<file path="src/hw/rtl/chld_pkg.sv">
package chld_pkg;

  localparam int CFG_INDEX_W = 2;
  localparam int CFG_DATA_W = 32;

  localparam logic [CFG_INDEX_W-1:0] CFG_DEBOUNCE = 2'd0;
  localparam logic [CFG_INDEX_W-1:0] CFG_BLINK    = 2'd1;

  localparam logic [31:0] DEBOUNCE_RESET = 32'd200000;
  localparam logic [31:0] BLINK_RESET    = 32'd300000;

  typedef struct packed {
    logic        button_pressed;
    logic [31:0] now_us;
    logic [7:0]  picked_color;
  } item_t;

  typedef struct packed {
    logic                   valid;
    logic [CFG_INDEX_W-1:0] index;
    logic [CFG_DATA_W-1:0]  data;
  } cfg_wr_t;

  typedef struct packed {
    logic [7:0] red;
    logic [7:0] green;
    logic [7:0] blue;
  } levels_t;

  // 255 - (v * 255 / 7)
  function automatic logic [7:0] inv_expand3(input logic [2:0] v);
    logic [7:0] res;
    case (v)
      3'd0:    res = 8'd255;
      3'd1:    res = 8'd219;
      3'd2:    res = 8'd183;
      3'd3:    res = 8'd146;
      3'd4:    res = 8'd110;
      3'd5:    res = 8'd73;
      3'd6:    res = 8'd37;
      3'd7:    res = 8'd0;
      default: res = 8'd0;
    endcase
    return res;
  endfunction

  // 255 - (v * 255 / 3)
  function automatic logic [7:0] inv_expand2(input logic [1:0] v);
    logic [7:0] res;
    case (v)
      2'd0:    res = 8'd255;
      2'd1:    res = 8'd170;
      2'd2:    res = 8'd85;
      2'd3:    res = 8'd0;
      default: res = 8'd0;
    endcase
    return res;
  endfunction

endpackage

</file>
<file path="src/hw/rtl/color_history_led_driver.sv">
// Color history LED driver. Each request is one pass of the control loop:
// a debounced button press appends the RGB332 color to a history of
// HISTORY_DEPTH entries (oldest dropped when full), and the stored colors
// are shown in turn, one per blink interval, as inverted 8-bit PWM levels
// (all zero while the history is empty). Timing: an accepted request is
// held in the input register; its state update and color expansion then
// go into the result register once the output is free, raising out_valid.
// A new request is taken every cycle unless a stalled result holds the
// input register.
// Configuration: index 0 debounce interval, index 1 blink interval, both in
// microseconds; write only while no request is in flight.
module color_history_led_driver #(
  parameter int HISTORY_DEPTH = 3
) (
  input  logic                             clk,
  input  logic                             rst,
  input  logic                             in_valid,
  output logic                             in_stall,
  input  logic                             button_pressed,
  input  logic [31:0]                      now_us,
  input  logic [7:0]                       picked_color,
  output logic                             out_valid,
  input  logic                             out_stall,
  output logic [7:0]                       red_level,
  output logic [7:0]                       green_level,
  output logic [7:0]                       blue_level,
  input  logic                             cfg_valid,
  output logic                             cfg_ready,
  input  logic [chld_pkg::CFG_INDEX_W-1:0] cfg_index,
  input  logic [chld_pkg::CFG_DATA_W-1:0]  cfg_data
);

  logic              item_valid;
  chld_pkg::item_t   item;
  logic              out_free;
  logic              step;
  logic              shown;
  logic [7:0]        shown_color;
  chld_pkg::levels_t levels;
  chld_pkg::levels_t result;
  chld_pkg::cfg_wr_t cfg_wr;

  assign cfg_ready = 1'b1;
  assign cfg_wr.valid = cfg_valid && cfg_ready;
  assign cfg_wr.index = cfg_index;
  assign cfg_wr.data  = cfg_data;

  assign out_free = !out_valid || !out_stall;
  assign step     = item_valid && out_free;
  assign in_stall = item_valid && !out_free;

  always_ff @(posedge clk) begin
    if (rst) begin
      item_valid <= 1'b0;
    end else if (!in_stall) begin
      item_valid <= in_valid;
    end
  end

  always_ff @(posedge clk) begin
    if (in_valid && !in_stall) begin
      item.button_pressed <= button_pressed;
      item.now_us         <= now_us;
      item.picked_color   <= picked_color;
    end
  end

  chld_state #(
    .HISTORY_DEPTH(HISTORY_DEPTH)
  ) u_state (
    .clk        (clk),
    .rst        (rst),
    .cfg_wr     (cfg_wr),
    .step       (step),
    .item       (item),
    .shown      (shown),
    .shown_color(shown_color)
  );

  chld_expand u_expand (
    .shown (shown),
    .color (shown_color),
    .levels(levels)
  );

  always_ff @(posedge clk) begin
    if (rst) begin
      out_valid <= 1'b0;
    end else if (out_free) begin
      out_valid <= item_valid;
    end
  end

  always_ff @(posedge clk) begin
    if (step) begin
      result <= levels;
    end
  end

  assign red_level   = result.red;
  assign green_level = result.green;
  assign blue_level  = result.blue;

endmodule

</file>
<file path="src/hw/rtl/chld_expand.sv">
module chld_expand (
  input  logic                 shown,
  input  logic [7:0]           color,
  output chld_pkg::levels_t    levels
);

  always_comb begin
    if (shown) begin
      levels.red   = chld_pkg::inv_expand3(color[7:5]);
      levels.green = chld_pkg::inv_expand3(color[4:2]);
      levels.blue  = chld_pkg::inv_expand2(color[1:0]);
    end else begin
      levels = '0;
    end
  end

endmodule

</file>
<file path="src/hw/rtl/chld_state.sv">
module chld_state #(
  parameter int HISTORY_DEPTH = 3
) (
  input  logic              clk,
  input  logic              rst,
  input  chld_pkg::cfg_wr_t cfg_wr,
  input  logic              step,
  input  chld_pkg::item_t   item,
  output logic              shown,
  output logic [7:0]        shown_color
);

  localparam int CNT_W = $clog2(HISTORY_DEPTH + 1);
  localparam int IDX_W = (HISTORY_DEPTH > 1) ? $clog2(HISTORY_DEPTH) : 1;

  logic [31:0] debounce_interval;
  logic [31:0] blink_interval;
  logic [7:0]  history [HISTORY_DEPTH];
  logic [7:0]  history_next [HISTORY_DEPTH];
  logic [CNT_W-1:0] stored_count, stored_count_next;
  logic [IDX_W-1:0] show_index, show_index_next;
  logic [31:0] last_press_time, last_press_time_next;
  logic [31:0] last_blink_time, last_blink_time_next;

  logic        press_ok;
  logic        blink_due;
  logic [IDX_W-1:0] idx_base;
  logic [CNT_W:0]   idx_inc;

  always_ff @(posedge clk) begin
    if (rst) begin
      debounce_interval <= chld_pkg::DEBOUNCE_RESET;
      blink_interval    <= chld_pkg::BLINK_RESET;
    end else if (cfg_wr.valid) begin
      if (cfg_wr.index == chld_pkg::CFG_DEBOUNCE) begin
        debounce_interval <= cfg_wr.data;
      end
      if (cfg_wr.index == chld_pkg::CFG_BLINK) begin
        blink_interval <= cfg_wr.data;
      end
    end
  end

  always_comb begin
    press_ok = item.button_pressed && ((item.now_us - last_press_time) > debounce_interval);
    history_next         = history;
    stored_count_next    = stored_count;
    last_press_time_next = last_press_time;
    if (press_ok) begin
      last_press_time_next = item.now_us;
      if (stored_count < CNT_W'(HISTORY_DEPTH)) begin
        history_next[stored_count[IDX_W-1:0]] = item.picked_color;
        stored_count_next = stored_count + 1'b1;
      end else begin
        for (int i = 0; i < HISTORY_DEPTH - 1; i++) begin
          history_next[i] = history[i+1];
        end
        history_next[HISTORY_DEPTH-1] = item.picked_color;
      end
    end

    shown = (stored_count_next != '0);
    idx_base = ({1'b0, show_index} >= (CNT_W+1)'(stored_count_next)) ? '0 : show_index;
    blink_due = (item.now_us - last_blink_time) > blink_interval;
    idx_inc = (CNT_W+1)'(idx_base) + 1'b1;
    show_index_next      = show_index;
    last_blink_time_next = last_blink_time;
    if (shown) begin
      show_index_next = idx_base;
      if (blink_due) begin
        last_blink_time_next = item.now_us;
        show_index_next = (idx_inc >= {1'b0, stored_count_next}) ? '0 : idx_inc[IDX_W-1:0];
      end
    end
    shown_color = history_next[show_index_next];
  end

  always_ff @(posedge clk) begin
    if (step) begin
      history <= history_next;
    end
  end

  always_ff @(posedge clk) begin
    if (rst) begin
      stored_count    <= '0;
      show_index      <= '0;
      last_press_time <= '0;
      last_blink_time <= '0;
    end else if (step) begin
      stored_count    <= stored_count_next;
      show_index      <= show_index_next;
      last_press_time <= last_press_time_next;
      last_blink_time <= last_blink_time_next;
    end
  end

endmodule

</file>
<file path="config.mk">
export PLATFORM = sky130hd
export DESIGN_NAME = color_history_led_driver
export DESIGN_NICKNAME = d
export VERILOG_FILES = /design/src/hw/rtl/chld_pkg.sv /design/src/hw/rtl/color_history_led_driver.sv /design/src/hw/rtl/chld_expand.sv /design/src/hw/rtl/chld_state.sv
export SDC_FILE = /design/constraint.sdc
export NUM_CORES = 1
export LEC_CHECK = 0
export BUFFER_PORTS_ARGS = -buffer_cell sky130_fd_sc_hd__buf_4
export CAP_MARGIN = 15
export CORE_AREA = 5 5 158 160
export CTS_BUF_LIST = sky130_fd_sc_hd__clkbuf_2 sky130_fd_sc_hd__clkbuf_4 sky130_fd_sc_hd__clkbuf_8
export DETAILED_ROUTE_END_ITERATION = 10
export DIE_AREA = 0 0 163 165
export PLACE_DENSITY = 0.78
export REMOVE_ABC_BUFFERS = 1
export SLEW_MARGIN = 20
export SYNTH_ARGS = -nofsm -noshare
export SYNTH_HDL_FRONTEND = slang
export SYNTH_HIERARCHICAL = 1
export SYNTH_SLANG_ARGS = --single-unit
export TNS_END_PERCENT = 5
</file>
<file path="constraint.sdc">
create_clock -name clk -period 11.05 [get_ports clk]
set_input_delay 1.6575 -clock clk [delete_from_list [all_inputs] [get_ports clk]]
set_output_delay 1.6575 -clock clk [all_outputs]
set_load 0.02 [all_outputs]
</file>
; Word-level counts from Yosys, hierarchy flattened
; Memories as Yosys holds them, arrays and structs flattened. A register that Yosys moved wholly into a read port is not among the register bits.
; Index checks and enable logic that the tools add are counted.
[op_classes]
n_mux = 15
magnitude_cmp = 8
n_eq_ne = 4
n_reduce_logical = 19
bitwise = 2
n_addsub = 4
[op_table]
columns = op, n
row1 = > comparator 32 bit, 2
row2 = subtractor 32 bit, 2
row3 = 2-to-1 mux 24 bit, 2
row4 = one-hot mux 8 bit (4 select lines), 1
row5 = bitwise mux 24 bit, 1
row6 = 2-to-1 mux 8 bit, 3
row7 = binary-select mux 8 bit (select 2 bit), 1
row8 = demux 8 bit (select 2 bit), 1
row9 = 2-to-1 mux 2 bit, 6
row10 = >= comparator 3 bit (second input constant), 2
row11 = logical NOT 1 bit, 6
row12 = NOT 2 -> 3 bit, 2
row13 = AND reduction 2 bit, 3
row14 = logical AND 1 bit, 5
row15 = equality test 2 x 1 -> 1 bit (second input constant), 2
row16 = equality test 2 bit (second input constant), 2
row17 = logical NOT 2 bit, 2
row18 = adder 2 x 1 -> 3 bit (second input constant), 1
row19 = >= comparator 3 x 2 -> 1 bit, 1
row20 = less-than comparator 3 x 1 -> 1 bit (second input constant), 1
row21 = AND reduction 3 bit, 1
row22 = adder 2 x 1 -> 2 bit (second input constant), 1
row23 = >= comparator 2 bit, 1
row24 = less-than comparator 2 bit (second input constant), 1
row25 = other kinds (2), 2
[word_totals]
mem_bits_ro = 128
n_memories = 2
out_inout_bits = 27
in_bits = 80
ff_bits = 207
elab_cells = 69
[memory_table]
columns = name, words, word_bits, rd, rd_clocked_by_memory_dff, wr, line
row1 = (no name shown), 8, 8, 1, 1, 0, chld_pkg.sv:33  ; case (v)
row2 = (no name shown), 8, 8, 1, 1, 0, chld_pkg.sv:33

; Logic depth before layout (Yosys ltp)
[depth]
ltp_word = 17
mapped_depth = 38
mapped_depth_nobuf = 35

; Hierarchy
; The synthesis kept the hierarchy.
[by_module_without_submodules]
columns = mod, area_each_um2, seq_area_each_um2, n_inst, cells_per_inst
row1 = chld_state, 11317.1, 3363.2, 1, 1423
row2 = color_history_led_driver, 2049.5, 1991.9, 1, 77
row3 = chld_expand, 317.8, 0.0, 1, 41

; Least setup slack after synthesis
; OpenSTA, ideal clock, no wires.
[synth_path]
path_kind = reg2reg
start = register item[8] (netlist name)
end = register red_level[5] (netlist name)
path_stages_with_launch = 36
synth_period_minus_slack_ps = 7536
n_path_buf = 3
required_ps = 10799
arrival_ps = 7284
slack_ps = 3514
setup_ps = 251
cell_sequence = edfxtp_1 inv_1 ha_1 inv_1 fa_1 a211oi_1 o21ai_0 a31oi_1 o221ai_1 o41a_1 a31oi_1 a41oi_1 xor2_1 ha_1 nand4_1 nor4_4 a211oi_2 nor2_1 clkbuf_1 nor2_1 a21oi_1 ha_1 nor2b_1 nand3_1 o22ai_1 ha_1 nor2b_1 o2111a_2 a211oi_4 buf_6 nand3_1 mux2i_1 inv_1 ha_1 o311a_1 buf_4
[synth_via]
elab_chain_cells = 15
word_cells_on_any_way = 20
cone_classes = add/sub: 3 / order compare: 4 / mux: 9 / bitwise: 1 / reduce/logical: 3
[synth_rtl]
columns = element, line
row1 = subtractor 32 bit *, chld_state.sv:45  ; press_ok = item.button_pressed && ((item.now_us - last_press_time) > debounce_interval);
row2 = > comparator 32 bit *, chld_state.sv:45
row3 = logical AND 1 bit *, chld_state.sv:45
row4 = 2-to-1 mux 2 bit *, chld_state.sv:49  ; if (press_ok) begin
row5 = named net u_state.stored_count_next[0], chld_state.sv:20  ; logic [CNT_W-1:0] stored_count, stored_count_next;
row6 = >= comparator 2 bit, chld_state.sv:63  ; idx_base = ({1'b0, show_index} >= (CNT_W+1)'(stored_count_next)) ? '0 : show_index;
row7 = 2-to-1 mux 2 bit, chld_state.sv:63
row8 = adder 2 x 1 -> 3 bit, chld_state.sv:65  ; idx_inc = (CNT_W+1)'(idx_base) + 1'b1;
row9 = >= comparator 3 x 2 -> 1 bit, chld_state.sv:72  ; show_index_next = (idx_inc >= {1'b0, stored_count_next}) ? '0 : idx_inc[IDX_W-1:0];
row10 = 2-to-1 mux 2 bit, chld_state.sv:72
row11 = 2-to-1 mux 2 bit, chld_state.sv:70  ; if (blink_due) begin
row12 = 2-to-1 mux 2 bit *, chld_state.sv:68  ; if (shown) begin
row13 = NOT 2 -> 3 bit (implied by the code) *, chld_state.sv:75  ; shown_color = history_next[show_index_next];
row14 = binary-select mux 8 bit (select 2 bit) *, chld_state.sv:75
row15 = 2-to-1 mux 8 bit (implied by the code) * (2 in a row), chld_state.sv:75
row16 = named net shown_color[5], color_history_led_driver.sv:38  ; logic [7:0] shown_color;
; Mark *: on every way through the listed nets, which the timed path passes. The rest lies on a longest branch. The select of a mux whose other input is x is not followed.
; A chain may end at the register's enable or synchronous reset.

; Worst setup path in the final report
[layout_path]
start = register item[8] (netlist name)
end = register red_level[5] (netlist name)
[layout_via]
elab_chain_cells = 15
word_cells_on_any_way = 20
cone_classes = add/sub: 3 / order compare: 4 / mux: 9 / bitwise: 1 / reduce/logical: 3
[layout_rtl]
columns = element, line
row1 = subtractor 32 bit *, chld_state.sv:45
row2 = > comparator 32 bit *, chld_state.sv:45
row3 = logical AND 1 bit *, chld_state.sv:45
row4 = 2-to-1 mux 2 bit *, chld_state.sv:49
row5 = named net u_state.stored_count_next[0], chld_state.sv:20
row6 = >= comparator 2 bit, chld_state.sv:63
row7 = 2-to-1 mux 2 bit, chld_state.sv:63
row8 = adder 2 x 1 -> 3 bit, chld_state.sv:65
row9 = >= comparator 3 x 2 -> 1 bit, chld_state.sv:72
row10 = 2-to-1 mux 2 bit, chld_state.sv:72
row11 = 2-to-1 mux 2 bit, chld_state.sv:70
row12 = 2-to-1 mux 2 bit *, chld_state.sv:68
row13 = NOT 2 -> 3 bit (implied by the code) *, chld_state.sv:75
row14 = binary-select mux 8 bit (select 2 bit) *, chld_state.sv:75
row15 = 2-to-1 mux 8 bit (implied by the code) * (2 in a row), chld_state.sv:75
row16 = named net shown_color[5], color_history_led_driver.sv:38
; Marks and branches as above.

==> metrics.md <==
| Metric | Value |
|---|---|
| Iteration-0 DRC Markers | about 800 |
| Reg clk slew, reported paths | approximately 0.060 ns |
| Routed Antenna Nets | 0 |
| Post-synth top flop | dfxtp_1 |
| Top Ports | about 110 |
| Setup TNS Final | 0 ns |
| GRT Total Usage | 24.74% |
| Max Cap Viol | 0 |
| CP arrival | between 9 and 10 ns |
| Post-synthesis sequential area ratio | around two fifths |
| Power Total | about 2.3 mW |
| Final min period | slightly above 9 ns |
| CTS tree | done |
| Total CTS buffers | 38 |
| Clock power share | between 30% and 40% |
| Status | complete, no violations |
| Multi-input gate area | approximately 7400 µm² |
| Max Root-Sink Buffers | 3 |
| Peak VDD IR | between 0.1 and 0.15 mV |
| Die area | 26900 µm² |
| # diodes | 0 |
| Logic pwr share | 26.2% |
| P per Cell Area | around 150 nW/µm² |
| Synth top area share | between 10% and 20% |
| CP required | 11.35 ns |
| Unrepaired setup endpoints after global routing | false |
| Final setup fails | 0 |
| Routed WL | between 30000 and 40000 µm |
| Vias | 11220 |
| Vias in the first global route | roughly 11000 |
| CP Max Fanout | 19 |
| Crit path largest cell delay | between 0.7 and 0.8 ns |
| Async set or reset register ratio after synthesis | 0% |
| GP Congestion | 0.9192 |
| CP max stage cell | a211oi_4 |
| Register bit count reported by yosys | around 220 |
| Startpoint Class | register |
| Cell variety after synth | between 80 and 90 |
| Cell seen most often among critical-path stages | ha_1 |
| Global-route wire length before repair | 54410 µm |
| Sw Pwr | between 0.7 and 0.8 mW |
| Max Clk Rate | 107.7 MHz |
| Clock sink total | approximately 220 |
| Final std cells w/o fill | just under 2000 |
| Net Sw Frac | a little under a third |
| Leak | about 6.2 nW |
| Largest net degree at the start of global routing | between 80 and 90 |
| Pins Over Slew Limit | 0 |
| Setup CP Type | reg2reg |
| DR vias/cell | 5.681 |
| Initial Util | 58.83% |
| Post-CTS Hold Fix Bufs | 0 |
| CORE AREA | 23260 µm² |
| Slew of the pin with the lowest slew margin | 0.8968 ns |
| Average cell area after synthesis | just under 9 µm² |
| Placed cells | 1905 |
| # port buffers | 105 |
| Filler cells | 1937 |
| Worst hold path depth | 2 |
| # resized after CTS | 0 |
| Layout Skew | between 0.03 and 0.04 ns |
| Leading area contributor after synthesis | dfxtp_1 |
| Max H-tree Level | 2 |
| Final core utilization | approximately two thirds |
| Final clock period utilization by the worst path | around 84% |
| Grt ovf | 0 |
| Pre-Repair DR Iteration Count | 5 |
| Clk_lat worst skew | 0.55 ns |
| Slew HR | about two fifths |
| Syn Inst Count | roughly 1500 |
| Post-Syn Area | 13680 µm² |
| Die width | between 150 and 200 µm |
| Setup crit end kind | register |
| Final hold violation count | 0 |
| Setup Fix Bufs, Post-CTS | 0 |
| # DRC | 0 |
| Antenna violations before repair | 0 |
| Synth Warn # | 6 |
| FP Rows | between 50 and 60 |
| Synth top cells by count | 219 x nand2_1, 156 x inv_1, 152 x a21oi_1 |
| Internal power | 1.604 mW |
| Synth-to-layout area growth | 13.00% |
| Fraction of layout cells with a size suffix above 1 | 13.53% |
| Clk root buf | clkbuf_8 |
| Reg power frac | roughly two fifths |
| Register area | approximately 5400 µm² |
| Die Height | around 170 µm |
| Hold/Removal Path Class | reg2reg |
| Depth of the worst register-to-register path | 33 |
| Wirelength per Cell | approximately 17 µm |
| EDFF count, synth | between 80 and 90 |
| DP HPWL | approximately 24000 µm |
| Most frequent cell after synthesis | nand2_1 |
| Final nets | between 1500 and 2000 |
| Cells taking the most area after synthesis | dfxtp_1 20%, edfxtp_1 20%, ha_1 12% |
[cell families after synthesis]
| kind of cell | share of synthesized area [%] |
|---|---|
| simple gates | 15.87 |
| compound gates | 17.21 |
| buf+inv | 6.803 |
| flops | 39.13 |
| fa+ha+maj | 12.54 |
| mux | 4.828 |
| xor+xnor | 3.584 |
| other cells | 0.02740 |
[power groups by stage]
stage          clock network, mW  logic (mW)  registers (mW)
6_report                   0.781       0.612           0.942
5_1_grt                    0.843       0.680           0.947
4_1_cts                    0.802       0.606           0.942
3_5_place_dp                   0       0.601           0.959
3_3_place_gp                   0       0.581           0.958
2_1_floorplan                  0       0.414           0.964
[worst max-delay path, delay by kind of cell, from the launching register on]
kind | cells | cell delay (ns)
simple gates | 10 | 2.42
mux | 1 | 0.34
fa+ha+maj | 6 | 1.63
compound gates | 12 | 3.76
buf+inv | 3 | 0.28
xor+xnor | 1 | 0.18
flops | 1 | 0.42
[cell type report]
cell class | count | area share (%)
sequential | 223 | 34.63
inverter | 158 | 3.835
timing repair buffer | 116 | 5.632
multi-input combinational | 1089 | 48.05
tap | 319 | 2.581
clock buffer | 61 | 4.863
clock inverter | 9 | 0.4127
[layer usage]
metal  routed length [µm]  GRT usage, %  vias to the layer above
li1                     -             -                     5563
met1                15330         33.52                     5299
met2                15490         41.11                      304
met3                 1863         4.043                       53
met4                  727         7.205                        0
met5                    0             0                        -
[through the flow]
| stage | hold slack [ns] | setup WS (ns) | area [µm²] |
|---|---|---|---|
| 3_5_place_dp | 0.4470 | 1.986 | 14650 |
| 6_report | 0.4545 | 1.767 | 15460 |
| 3_3_place_gp | 0.4426 | 2.359 | 14650 |
| 4_1_cts | 0.4556 | 1.963 | 15460 |
| 2_1_floorplan | 0.4303 | 1.081 | 13350 |
| 5_1_grt | 0.4711 | 1.024 | 15460 |
[cell usage in the layout (no fill, tap or decap), drive strengths merged, types with 11 or more instances in the layout]
| cell type | instances |
|---|---|
| a211o | 24 |
| a211oi | 13 |
| a21o | 32 |
| a21oi | 153 |
| and2 | 14 |
| and3 | 12 |
| buf | 116 |
| clkbuf | 61 |
| dfxtp | 134 |
| edfxtp | 89 |
| ha | 134 |
| inv | 160 |
| mux2i | 57 |
| nand2 | 219 |
| nand2b | 22 |
| nand3 | 40 |
| nand4 | 18 |
| nor2 | 84 |
| nor2b | 16 |
| nor3 | 19 |
| o21a | 12 |
| o21ai | 46 |
| o21bai | 11 |
| o31ai | 12 |
| xnor2 | 37 |
| xor2 | 19 |
[final timing paths]
check / from / end / slack, ns
worst max register to register: item[8] / red_level[5] / 1.77
worst min-delay path: u_state/last_press_time[27] / u_state/last_press_time[27] / 0.45
worst min register to register: u_state/last_press_time[27] / u_state/last_press_time[27] / 0.45
worst max-delay path: item[8] / red_level[5] / 1.77
[flip-flops by register name (all words and copies together) (netlist names)]
signal / flops
u_state/history: 24
item: 41
u_state/debounce_interval: 32
u_state/stored_count: 2
u_state/blink_interval: 32
u_state/last_press_time: 32
red_level: 8
out_valid: 1
item_valid: 1
green_level: 8
u_state/show_index: 2
blue_level: 8
u_state/last_blink_time: 32
Note: power is estimated with default switching activity, not from simulation.
